===== config.mk =====
export PLATFORM = sky130hd
export DESIGN_NAME = utf8_line_edit_buffer_top
export DESIGN_NICKNAME = d
export VERILOG_FILES = /design/src/rtl/uleb_pkg.sv /design/src/rtl/utf8_line_edit_buffer_top.sv /design/src/rtl/uleb_ram.sv
export SDC_FILE = /design/constraint.sdc
export NUM_CORES = 2
export LEC_CHECK = 0
export BUFFER_PORTS_ARGS = -buffer_cell sky130_fd_sc_hd__buf_2
export CORE_MARGIN = 5
export CORE_UTILIZATION = 40
export CTS_CLUSTER_SIZE = 20
export DETAILED_ROUTE_END_ITERATION = 10
export PLACE_DENSITY = 0.69
export SLEW_MARGIN = 30
export SYNTH_ARGS = -nofsm -noshare
export SYNTH_HDL_FRONTEND = slang
export SYNTH_SLANG_ARGS = --single-unit

===== constraint.sdc =====
create_clock -name aclk -period 13.67 [get_ports aclk]
set_input_delay 2.734 -clock aclk [delete_from_list [all_inputs] [get_ports aclk]]
set_output_delay 2.734 -clock aclk [all_outputs]
set_load 0.005 [all_outputs]

===== src/rtl/uleb_pkg.sv =====
// ----------------------------------------------------------------------------
// uleb_pkg
// Beat types, status codes and the UTF-8 encoder shared by the line buffer.
// ----------------------------------------------------------------------------
package uleb_pkg;

    typedef struct packed {
        logic        req_type;
        logic [20:0] code_point;
        logic [7:0]  read_index;
    } in_t;

    typedef struct packed {
        logic [2:0] status;
        logic [7:0] text_length;
        logic [7:0] read_byte;
    } out_t;

    typedef struct packed {
        logic [3:0][7:0] bytes;
        logic [2:0]      count;
    } enc_t;

    localparam logic REQ_KEY  = 1'b0;
    localparam logic REQ_READ = 1'b1;

    localparam logic [2:0] ST_APPENDED = 3'd0;
    localparam logic [2:0] ST_DELETED  = 3'd1;
    localparam logic [2:0] ST_EMPTY    = 3'd2;
    localparam logic [2:0] ST_NOROOM   = 3'd3;
    localparam logic [2:0] ST_IGNORED  = 3'd4;
    localparam logic [2:0] ST_READ     = 3'd5;

    localparam logic [20:0] CP_BACKSPACE = 21'd8;
    localparam logic [20:0] CP_DELETE    = 21'h7F;
    localparam logic [20:0] CP_PRINTABLE = 21'd32;

    localparam logic [8:0] CAPACITY_RESET = 9'd256;

    // Lead byte in bytes[0]; continuation bytes follow.
    function automatic enc_t encode_cp(input logic [20:0] cp);
        enc_t e;
        e.bytes = '0;
        if (cp < 21'h80) begin
            e.bytes[0] = cp[7:0];
            e.count    = 3'd1;
        end else if (cp < 21'h800) begin
            e.bytes[0] = 8'hC0 | {3'b000, cp[10:6]};
            e.bytes[1] = 8'h80 | {2'b00, cp[5:0]};
            e.count    = 3'd2;
        end else if (cp < 21'h10000) begin
            e.bytes[0] = 8'hE0 | {4'b0000, cp[15:12]};
            e.bytes[1] = 8'h80 | {2'b00, cp[11:6]};
            e.bytes[2] = 8'h80 | {2'b00, cp[5:0]};
            e.count    = 3'd3;
        end else begin
            e.bytes[0] = 8'hF0 | {5'b00000, cp[20:18]};
            e.bytes[1] = 8'h80 | {2'b00, cp[17:12]};
            e.bytes[2] = 8'h80 | {2'b00, cp[11:6]};
            e.bytes[3] = 8'h80 | {2'b00, cp[5:0]};
            e.count    = 3'd4;
        end
        return e;
    endfunction

endpackage


===== src/rtl/utf8_line_edit_buffer_top.sv =====
// Each reply waits in S_DONE for the output register; output stalls hold it
// there. A read below the length first takes the registered RAM read (S_RDW),
// an append writes its encoded bytes in S_WR, and a delete steps back in S_DELRD
// over continuation bytes to the lead byte. One item at a time, one byte a cycle.
// Reset: synchronous, active low; empties the text and sets capacity to 256.
// The byte store is not cleared; only entries below the length are ever read.
// ----------------------------------------------------------------------------
// utf8_line_edit_buffer_top
// One-line UTF-8 text buffer: appends encoded printable code points, deletes the last
// character, and returns stored bytes on request.
// ----------------------------------------------------------------------------
module utf8_line_edit_buffer_top #(
    parameter int BUF_BYTES = 256
) (
    input  logic             aclk,
    input  logic             aresetn,
    input  logic             cfg_valid,
    output logic             cfg_ready,
    input  logic [8:0]       cfg_data,
    input  logic             s_valid,
    output logic             s_ready,
    input  uleb_pkg::in_t    s_data,
    output logic             m_valid,
    input  logic             m_ready,
    output uleb_pkg::out_t   m_data
);

    localparam int ADDR_W = $clog2(BUF_BYTES);
    localparam int IDX_W  = (ADDR_W > 8) ? ADDR_W : 8;
    localparam int SUM_W  = ((ADDR_W > 9) ? ADDR_W : 9) + 1;

    localparam logic [2:0] S_IDLE  = 3'd0;
    localparam logic [2:0] S_RDW   = 3'd1;
    localparam logic [2:0] S_DELRD = 3'd2;
    localparam logic [2:0] S_WR    = 3'd3;
    localparam logic [2:0] S_DONE  = 3'd4;

    logic [2:0]           state_reg, state_next;
    logic [ADDR_W-1:0]    len_reg, len_next;
    logic [ADDR_W-1:0]    pos_reg, pos_next;
    logic [8:0]           cap_reg, cap_next;
    logic [1:0]           cnt_reg, cnt_next;
    uleb_pkg::enc_t       enc_reg, enc_next;
    logic [2:0]           res_status_reg, res_status_next;
    logic [7:0]           res_byte_reg, res_byte_next;
    logic                 m_valid_reg, m_valid_next;
    uleb_pkg::out_t       m_data_reg, m_data_next;

    uleb_pkg::enc_t       enc_in;
    logic [IDX_W-1:0]     idx_ext;
    logic [SUM_W-1:0]     sum_len;
    logic [SUM_W-1:0]     cap_eff;
    logic                 is_del;
    logic                 mem_we;
    logic [ADDR_W-1:0]    mem_waddr;
    logic [7:0]           mem_wdata;
    logic [ADDR_W-1:0]    mem_raddr;
    logic [7:0]           mem_rdata;

    uleb_ram #(
        .WIDTH (8),
        .DEPTH (BUF_BYTES)
    ) u_text_ram (
        .aclk  (aclk),
        .we    (mem_we),
        .waddr (mem_waddr),
        .wdata (mem_wdata),
        .raddr (mem_raddr),
        .rdata (mem_rdata)
    );

    assign cfg_ready = 1'b1;
    assign s_ready   = (state_reg == S_IDLE);
    assign m_valid   = m_valid_reg;
    assign m_data    = m_data_reg;

    assign enc_in  = uleb_pkg::encode_cp(s_data.code_point);
    assign idx_ext = IDX_W'(s_data.read_index);
    assign sum_len = SUM_W'(len_reg) + SUM_W'(enc_in.count);
    assign cap_eff = (SUM_W'(cap_reg) > SUM_W'(BUF_BYTES)) ? SUM_W'(BUF_BYTES)
                                                            : SUM_W'(cap_reg);
    assign is_del  = (s_data.code_point == uleb_pkg::CP_BACKSPACE) ||
                     (s_data.code_point == uleb_pkg::CP_DELETE);

    assign mem_we    = (state_reg == S_WR);
    assign mem_waddr = len_reg + ADDR_W'(cnt_reg);
    assign mem_wdata = enc_reg.bytes[cnt_reg];

    always_comb begin
        if (state_reg == S_DELRD) begin
            mem_raddr = pos_reg - ADDR_W'(1);
        end else if (s_data.req_type == uleb_pkg::REQ_READ) begin
            mem_raddr = idx_ext[ADDR_W-1:0];
        end else begin
            mem_raddr = len_reg - ADDR_W'(1);
        end
    end

    always_comb begin
        state_next      = state_reg;
        len_next        = len_reg;
        pos_next        = pos_reg;
        cap_next        = cap_reg;
        cnt_next        = cnt_reg;
        enc_next        = enc_reg;
        res_status_next = res_status_reg;
        res_byte_next   = res_byte_reg;
        m_valid_next    = m_valid_reg;
        m_data_next     = m_data_reg;

        if (cfg_valid) begin
            cap_next = cfg_data;
        end
        if (m_valid_reg && m_ready) begin
            m_valid_next = 1'b0;
        end

        unique case (state_reg)
            S_IDLE: begin
                if (s_valid) begin
                    res_byte_next = 8'h00;
                    if (s_data.req_type == uleb_pkg::REQ_READ) begin
                        res_status_next = uleb_pkg::ST_READ;
                        if (idx_ext < IDX_W'(len_reg)) begin
                            state_next = S_RDW;
                        end else begin
                            state_next = S_DONE;
                        end
                    end else if (is_del) begin
                        if (len_reg == '0) begin
                            res_status_next = uleb_pkg::ST_EMPTY;
                            state_next      = S_DONE;
                        end else begin
                            res_status_next = uleb_pkg::ST_DELETED;
                            pos_next        = len_reg - ADDR_W'(1);
                            if (len_reg == ADDR_W'(1)) begin
                                len_next   = '0;
                                state_next = S_DONE;
                            end else begin
                                state_next = S_DELRD;
                            end
                        end
                    end else if (s_data.code_point >= uleb_pkg::CP_PRINTABLE) begin
                        if (sum_len < cap_eff) begin
                            res_status_next = uleb_pkg::ST_APPENDED;
                            enc_next        = enc_in;
                            cnt_next        = 2'd0;
                            state_next      = S_WR;
                        end else begin
                            res_status_next = uleb_pkg::ST_NOROOM;
                            state_next      = S_DONE;
                        end
                    end else begin
                        res_status_next = uleb_pkg::ST_IGNORED;
                        state_next      = S_DONE;
                    end
                end
            end
            S_RDW: begin
                res_byte_next = mem_rdata;
                state_next    = S_DONE;
            end
            S_DELRD: begin
                // step back over continuation bytes, stop at the lead byte
                if (mem_rdata[7:6] == 2'b10) begin
                    pos_next = pos_reg - ADDR_W'(1);
                    if (pos_reg == ADDR_W'(1)) begin
                        len_next   = '0;
                        state_next = S_DONE;
                    end
                end else begin
                    len_next   = pos_reg;
                    state_next = S_DONE;
                end
            end
            S_WR: begin
                cnt_next = cnt_reg + 2'd1;
                if ({1'b0, cnt_reg} == enc_reg.count - 3'd1) begin
                    len_next   = len_reg + ADDR_W'(enc_reg.count);
                    state_next = S_DONE;
                end
            end
            S_DONE: begin
                // hold until the output register is free
                if (!m_valid_reg || m_ready) begin
                    m_valid_next            = 1'b1;
                    m_data_next.status      = res_status_reg;
                    m_data_next.text_length = 8'(len_reg);
                    m_data_next.read_byte   = res_byte_reg;
                    state_next              = S_IDLE;
                end
            end
            default: begin
                state_next = S_IDLE;
            end
        endcase
    end

    always_ff @(posedge aclk) begin
        if (!aresetn) begin
            state_reg   <= S_IDLE;
            len_reg     <= '0;
            cap_reg     <= uleb_pkg::CAPACITY_RESET;
            m_valid_reg <= 1'b0;
        end else begin
            state_reg   <= state_next;
            len_reg     <= len_next;
            cap_reg     <= cap_next;
            m_valid_reg <= m_valid_next;
        end
        pos_reg        <= pos_next;
        cnt_reg        <= cnt_next;
        enc_reg        <= enc_next;
        res_status_reg <= res_status_next;
        res_byte_reg   <= res_byte_next;
        m_data_reg     <= m_data_next;
    end

endmodule


===== src/rtl/uleb_ram.sv =====
// ----------------------------------------------------------------------------
// uleb_ram
// Simple dual-port RAM: one write port, one read port, registered read data.
// ----------------------------------------------------------------------------
module uleb_ram #(
    parameter int WIDTH = 8,
    parameter int DEPTH = 256
) (
    input  logic                     aclk,
    input  logic                     we,
    input  logic [$clog2(DEPTH)-1:0] waddr,
    input  logic [WIDTH-1:0]         wdata,
    input  logic [$clog2(DEPTH)-1:0] raddr,
    output logic [WIDTH-1:0]         rdata
);

    logic [WIDTH-1:0] mem [DEPTH];

    always_ff @(posedge aclk) begin
        if (we) begin
            mem[waddr] <= wdata;
        end
        rdata <= mem[raddr];
    end

endmodule

Word-level counts from Yosys, hierarchy flattened
Memories as Yosys holds them, arrays and structs flattened. A register that Yosys moved wholly into a read port is not among the register bits. Index checks and enable logic that the tools add are counted.

Flip-flop bits (word level): 96. Memories kept: 1. Logic and storage cells: 132. RAM bits: 2048. Input port bits: 44. Memory bits (read-only): 0. Latch bits: 0.

Multipliers: 0. Bitwise logic cells: 2. Shift operators: 0. Add/sub/neg operators: 7. Divide/modulo/power cells: 0. Multiplexer cells: 54. Equality and inequality tests: 22. Reduce and logical (&&, ||, !) cells: 20. $lt $le $gt $ge: 8.

Memories: u_text_ram.mem (depth 256, bits a word 8, rd ports 1, clocked after memory_dff 1, wr ports 1, RTL line uleb_ram.sv:17) `logic [WIDTH-1:0] mem [DEPTH];`.

Operators by type and width (number): $mux 8 (18); $mux 3 (14); $pmux 8 s2 (2); $mux 25 (1); $pmux 8 s3 (1); $eq 21x4->1 const B (1); $eq 21x7->1 const B (1); $ge 21x6->1 const B (1); $lt 21x12->1 const B (1); $lt 21x17->1 const B (1); $lt 21x8->1 const B (1); $mux 19 (1); $reduce_and 6->1 (3); $bmux 8 s2 (1); $eq 8x1->1 const B (2); $sub 8x1->8 const B (2); $pmux 3 s5 (1); $mux 2 (7); $ne 2x1->1 const B (6); $mux 11 (1); $ne 2x2->1 const B (5); $add 8x3->9 (1); $gt 9x9->1 const B (1); $lt 9x9->1 (1); other kinds (28) (39).

Depth between registers and ports, before layout
Word-level depth: 12. Mapped depth: 17. Gate-level depth less buffers: 17.

Cells and area by module
From an unflattened synthesis, not the netlist that was laid out.

Cell total of the unflattened synthesis: 4234. Area, all modules: 84891.4 µm².

By module, submodules not included: uleb_ram (sequential area each 61659.1 µm², times used 1, area each 79556.3 µm², cells an instance 3733); utf8_line_edit_buffer_top (sequential area each 2582.5 µm², times used 1, area each 5335.1 µm², cells an instance 501).

Worst setup path before layout
No wires, ideal clock.

Path type: register to register. Start: reg cnt_reg[0]. End: mem u_text_ram.mem[0][6] (data pin). Path slack: 0.448 ns. Data required time: 11.454 ns. Cell stages (with the launch flop): 3. Clock period less this slack: 13.222 ns. Arrival time: 11.006 ns. Buffers on the path: 1. Setup time: 2.216 ns. Path through: edfxtp_1 > buf_1 > nor3b_1.

Word-level cells in the longest chain between the ends: 2.

Ends and longest elaborated chain: start: declaration (RTL line utf8_line_edit_buffer_top.sv:42) `logic [1:0] cnt_reg, cnt_next;`; start signal: assignment (RTL line utf8_line_edit_buffer_top.sv:212) `cnt_reg <= cnt_next;`; $bmux 8 s2 (RTL line utf8_line_edit_buffer_top.sv:87) `assign mem_wdata = enc_reg.bytes[cnt_reg];`; $mux 8 (implied by the code) (RTL line utf8_line_edit_buffer_top.sv:87); named net mem_wdata[6] (RTL line utf8_line_edit_buffer_top.sv:56) `logic [7:0] mem_wdata;`; end: declaration (RTL line uleb_ram.sv:17).

The timed path passes the listed nets, and every way through them passes these cells. The select of a mux whose other input is x is not followed.

Worst setup path after layout
Start: in s_data[29] in the netlist's numbering. End: reg u_text_ram.rdata[1], read port of u_text_ram.mem.

Word-level cells in the longest chain between the ends: 2.

Ends and longest elaborated chain: start: declaration (RTL line utf8_line_edit_buffer_top.sv:22) `input uleb_pkg::in_t s_data,`; $mux 8 (RTL line utf8_line_edit_buffer_top.sv:92) `end else if (s_data.req_type == uleb_pkg::REQ_READ) begin`; $mux 8 (RTL line utf8_line_edit_buffer_top.sv:90) `if (state_reg == S_DELRD) begin`; end: declaration (RTL line uleb_ram.sv:14) `output logic [WIDTH-1:0] rdata`.

No other way between the ends. A chain may end at the register's enable or synchronous reset.

==> results.toml <==
[layout]
most_frequent_cells_in_the_layout = "sky130_fd_sc_hd__edfxtp_1 (2,120), sky130_fd_sc_hd__nand2_1 (650), sky130_fd_sc_hd__mux2i_1 (540)"
final_core_util_pct = 44.67
largest_register_ff_count = 2048
sequential_cell_area_sq_um = 64240
nNetsFinal = 5453
multiInputGateArea_sq_um = 19870
syn2layout_area_growth_pct = 11.45
layout-drive-gt1-share_pct = 11.02
layout.filler_cells = 18290
non_filler_cell_area_final_sq_um = 95590
mostFrequentLayoutCell = "sky130_fd_sc_hd__edfxtp_1"

[grt]
overall_global_routing_resource_usage_pct = 19.59
grt-ovfl-total = 0
grt_pass1_wl_mm = 328.0
grt_start_max_net_pins = 213
grt_antenna_before_repair = 9
grt_pass1_vias = 47710

[synth]
synth-edff-count = 2120
mappedNetlistNets = 5415
post_synth_instance_area_sq_um = 85770
yosys_register_bits = 2149
yosysUniqueCellTypes = 89
syn_avg_cell_area_sq_um = 16.06
yosysSeqAreaShare_pct = 74.90
netlist_instances = 5340
synth_top_flop_cell = "sky130_fd_sc_hd__edfxtp_1"
postSynth.asyncResetShare_pct = 0
post-synth-top-area-fraction_pct = 74.22
synth.area.top_cells = "sky130_fd_sc_hd__edfxtp_1 (74%), sky130_fd_sc_hd__mux2i_1 (6.3%), sky130_fd_sc_hd__nand2_1 (2.9%), sky130_fd_sc_hd__mux4_2 (2.9%), sky130_fd_sc_hd__a21oi_1 (2.1%)"
ys.warnings.count = 0
netlist.top_cell.by_area = "sky130_fd_sc_hd__edfxtp_1"

[die]
fp.dieH_microns = 473.1
num_io_pins = 66
die_width_microns = 473.1
die_area_sq_um = 223800
floorplan.core_area_sq_um = 214000
core.rowCount = 170
initial_core_util_pct = 40.08

[power_and_ir_drop]
p_per_area_nw_per_um2 = 152.1
ir_worst_vdd_uv = 136.0
leakage_nw = 30.48
total_power_mw = 14.54

[setup_path]
worst_setup_path_start_kind = "input port"
cp_max_fo = 104
worst_ep_required_time_ns = 14.39
criticalPathCategory = "in -> reg"
worst-endpoint-arrival_ns = 7.49
endpoint_kind = "flop"
timing.reg2reg.worst_path_depth = 12

[routing]
via_count = 49200
detail_route.wirelength_mm = 225.4
first_iter_violations = 7293
viasPerCell = 5.856
drcViolationCount = 0
detail_route.first_pass.iterations = 6
ant_nets = 0
avgRoutedWirePerCell_microns = 26.83

[cts]
cts_resized = 0
number_of_hold_repair_buffers_added_at_the_cts_stage = 0
cts_setup_buffers = 0
cts_tree = "done"
clockBufferDepth = 3
clock_pin_slew_of_the_registers_on_the_worst_case_setup_and_hold_paths_ns = 0.06
clock-root-buffer = "sky130_fd_sc_hd__clkbuf_16"
cts-htree-levels = 4
numClockSinks = 2149
insertion_delay_ns = 0.85
cts_made_buffers = 208

[worst_hold_path]
min_path_type = "reg -> reg"
hold_path_depth = 0

[timing]
finalSetupViolations = 0
worstMarginPinSlew_ns = 1.042
rsz0062_at_grt = "false"
finalCriticalPeriod_ns = 6.778
final.hold.worst_slack_ns = 0.4172
maxSlewViolCount = 0
max_freq_ghz = 0.1475
hold_viol = 0
timing.slew.headroom_pct = 30.54
worst_clock_skew_ns = 0.07601
tns_ns = 0
layout_worst_path_cycle_share_pct = 49.59

[outcome]
outcome = "finished, final reports clean"

[placement]
portBuffers = 64
globalplace.congestion = 0.8690
placement.cell_area_sq_um = 88820
place_hpwl_mm = 131.0

[job]
max_cap_viol_count = 0
[final cells by class]
class	instances	area share, %
sequential	2149	67.20
multi-input combinational	2841	20.78
clock buffer	278	5.775
tap	2838	3.715
timing repair buffer	154	1.347
clock inverter	109	1.062
inverter	24	0.09424
antenna	8	0.02094
[metrics by stage]
step | std cells | setup WS [ns]
2_1_floorplan | 5340 | 0.4478
3_3_place_gp | 7998 | 6.069
3_5_place_dp | 7999 | 6.102
4_1_cts | 8386 | 7.001
5_1_grt | 8393 | 6.510
6_report | 8401 | 6.892
[synth_stat cells (all sizes together) (28+ instances only)]
cell and n:
ha 28, o22ai 265, nor4 99, o21ai 45, buf 188, o221ai 33, nand2 660, a2111oi 30
a211oi 54, nor2 320, clkbuf 138, o41ai 41, edfxtp 2120, mux2i 541, mux4 109, a21oi 354
dfxtp 29
[where the power goes]
group	switching, mW	leakage (nW)	internal (mW)
Clock	2.46	3.16	3.06
Sequential	0.0617	19.3	7.38
Combinational	1.13	8.01	0.453
Total	3.65	30.5	10.9
[routing by layer]
layer  vias up  track usage [%]  part of all wire [%]
met5         -                0                 0.012
met4         4            6.436                   3.2
met3       435            4.518                    11
met2      3013            30.42                    46
met1     24780            27.42                    39
li1      20960                -                     -
[path summary, 6_finish.rpt]
check	startpoint	end	slack [ns]
hold / removal	res_byte_reg[7]	m_data[7]	0.42
setup / recovery	s_data[29]	u_text_ram.rdata[1]	6.89
setup reg to reg	len_reg[1]	u_text_ram.rdata[4]	7.82
hold reg to reg	res_byte_reg[7]	m_data[7]	0.42
[worst max-delay path, stage by stage]
cell,delay [ns]
sky130_fd_sc_hd__buf_2,0.31
sky130_fd_sc_hd__nor2_1,0.14
sky130_fd_sc_hd__o31ai_4,0.35
sky130_fd_sc_hd__buf_4,0.72
sky130_fd_sc_hd__buf_12,0.53
sky130_fd_sc_hd__buf_4,0.74
sky130_fd_sc_hd__mux2i_1,0.18
sky130_fd_sc_hd__o22ai_1,0.20
sky130_fd_sc_hd__a211oi_1,0.12
sky130_fd_sc_hd__a2111oi_2,0.71
sky130_fd_sc_hd__nand3_1,0.29
sky130_fd_sc_hd__o22ai_1,0.22
[logic make-up (layout without fill, tap and decap cells)]
family	count (synthesis)	after routing	synth area share, %
DFF	2149	2149	74.90
and+or+nand+nor	1227	1227	6.325
AOI/OAI and AO/OA	899	899	6.640
muxes	652	652	9.221
buffers and inverters	350	565	2.114
adders and majority gates	31	31	0.4785
xor gates and xnor gates	31	31	0.3166
other	1	9	0.004372
(Power assumes the default switching activity.)
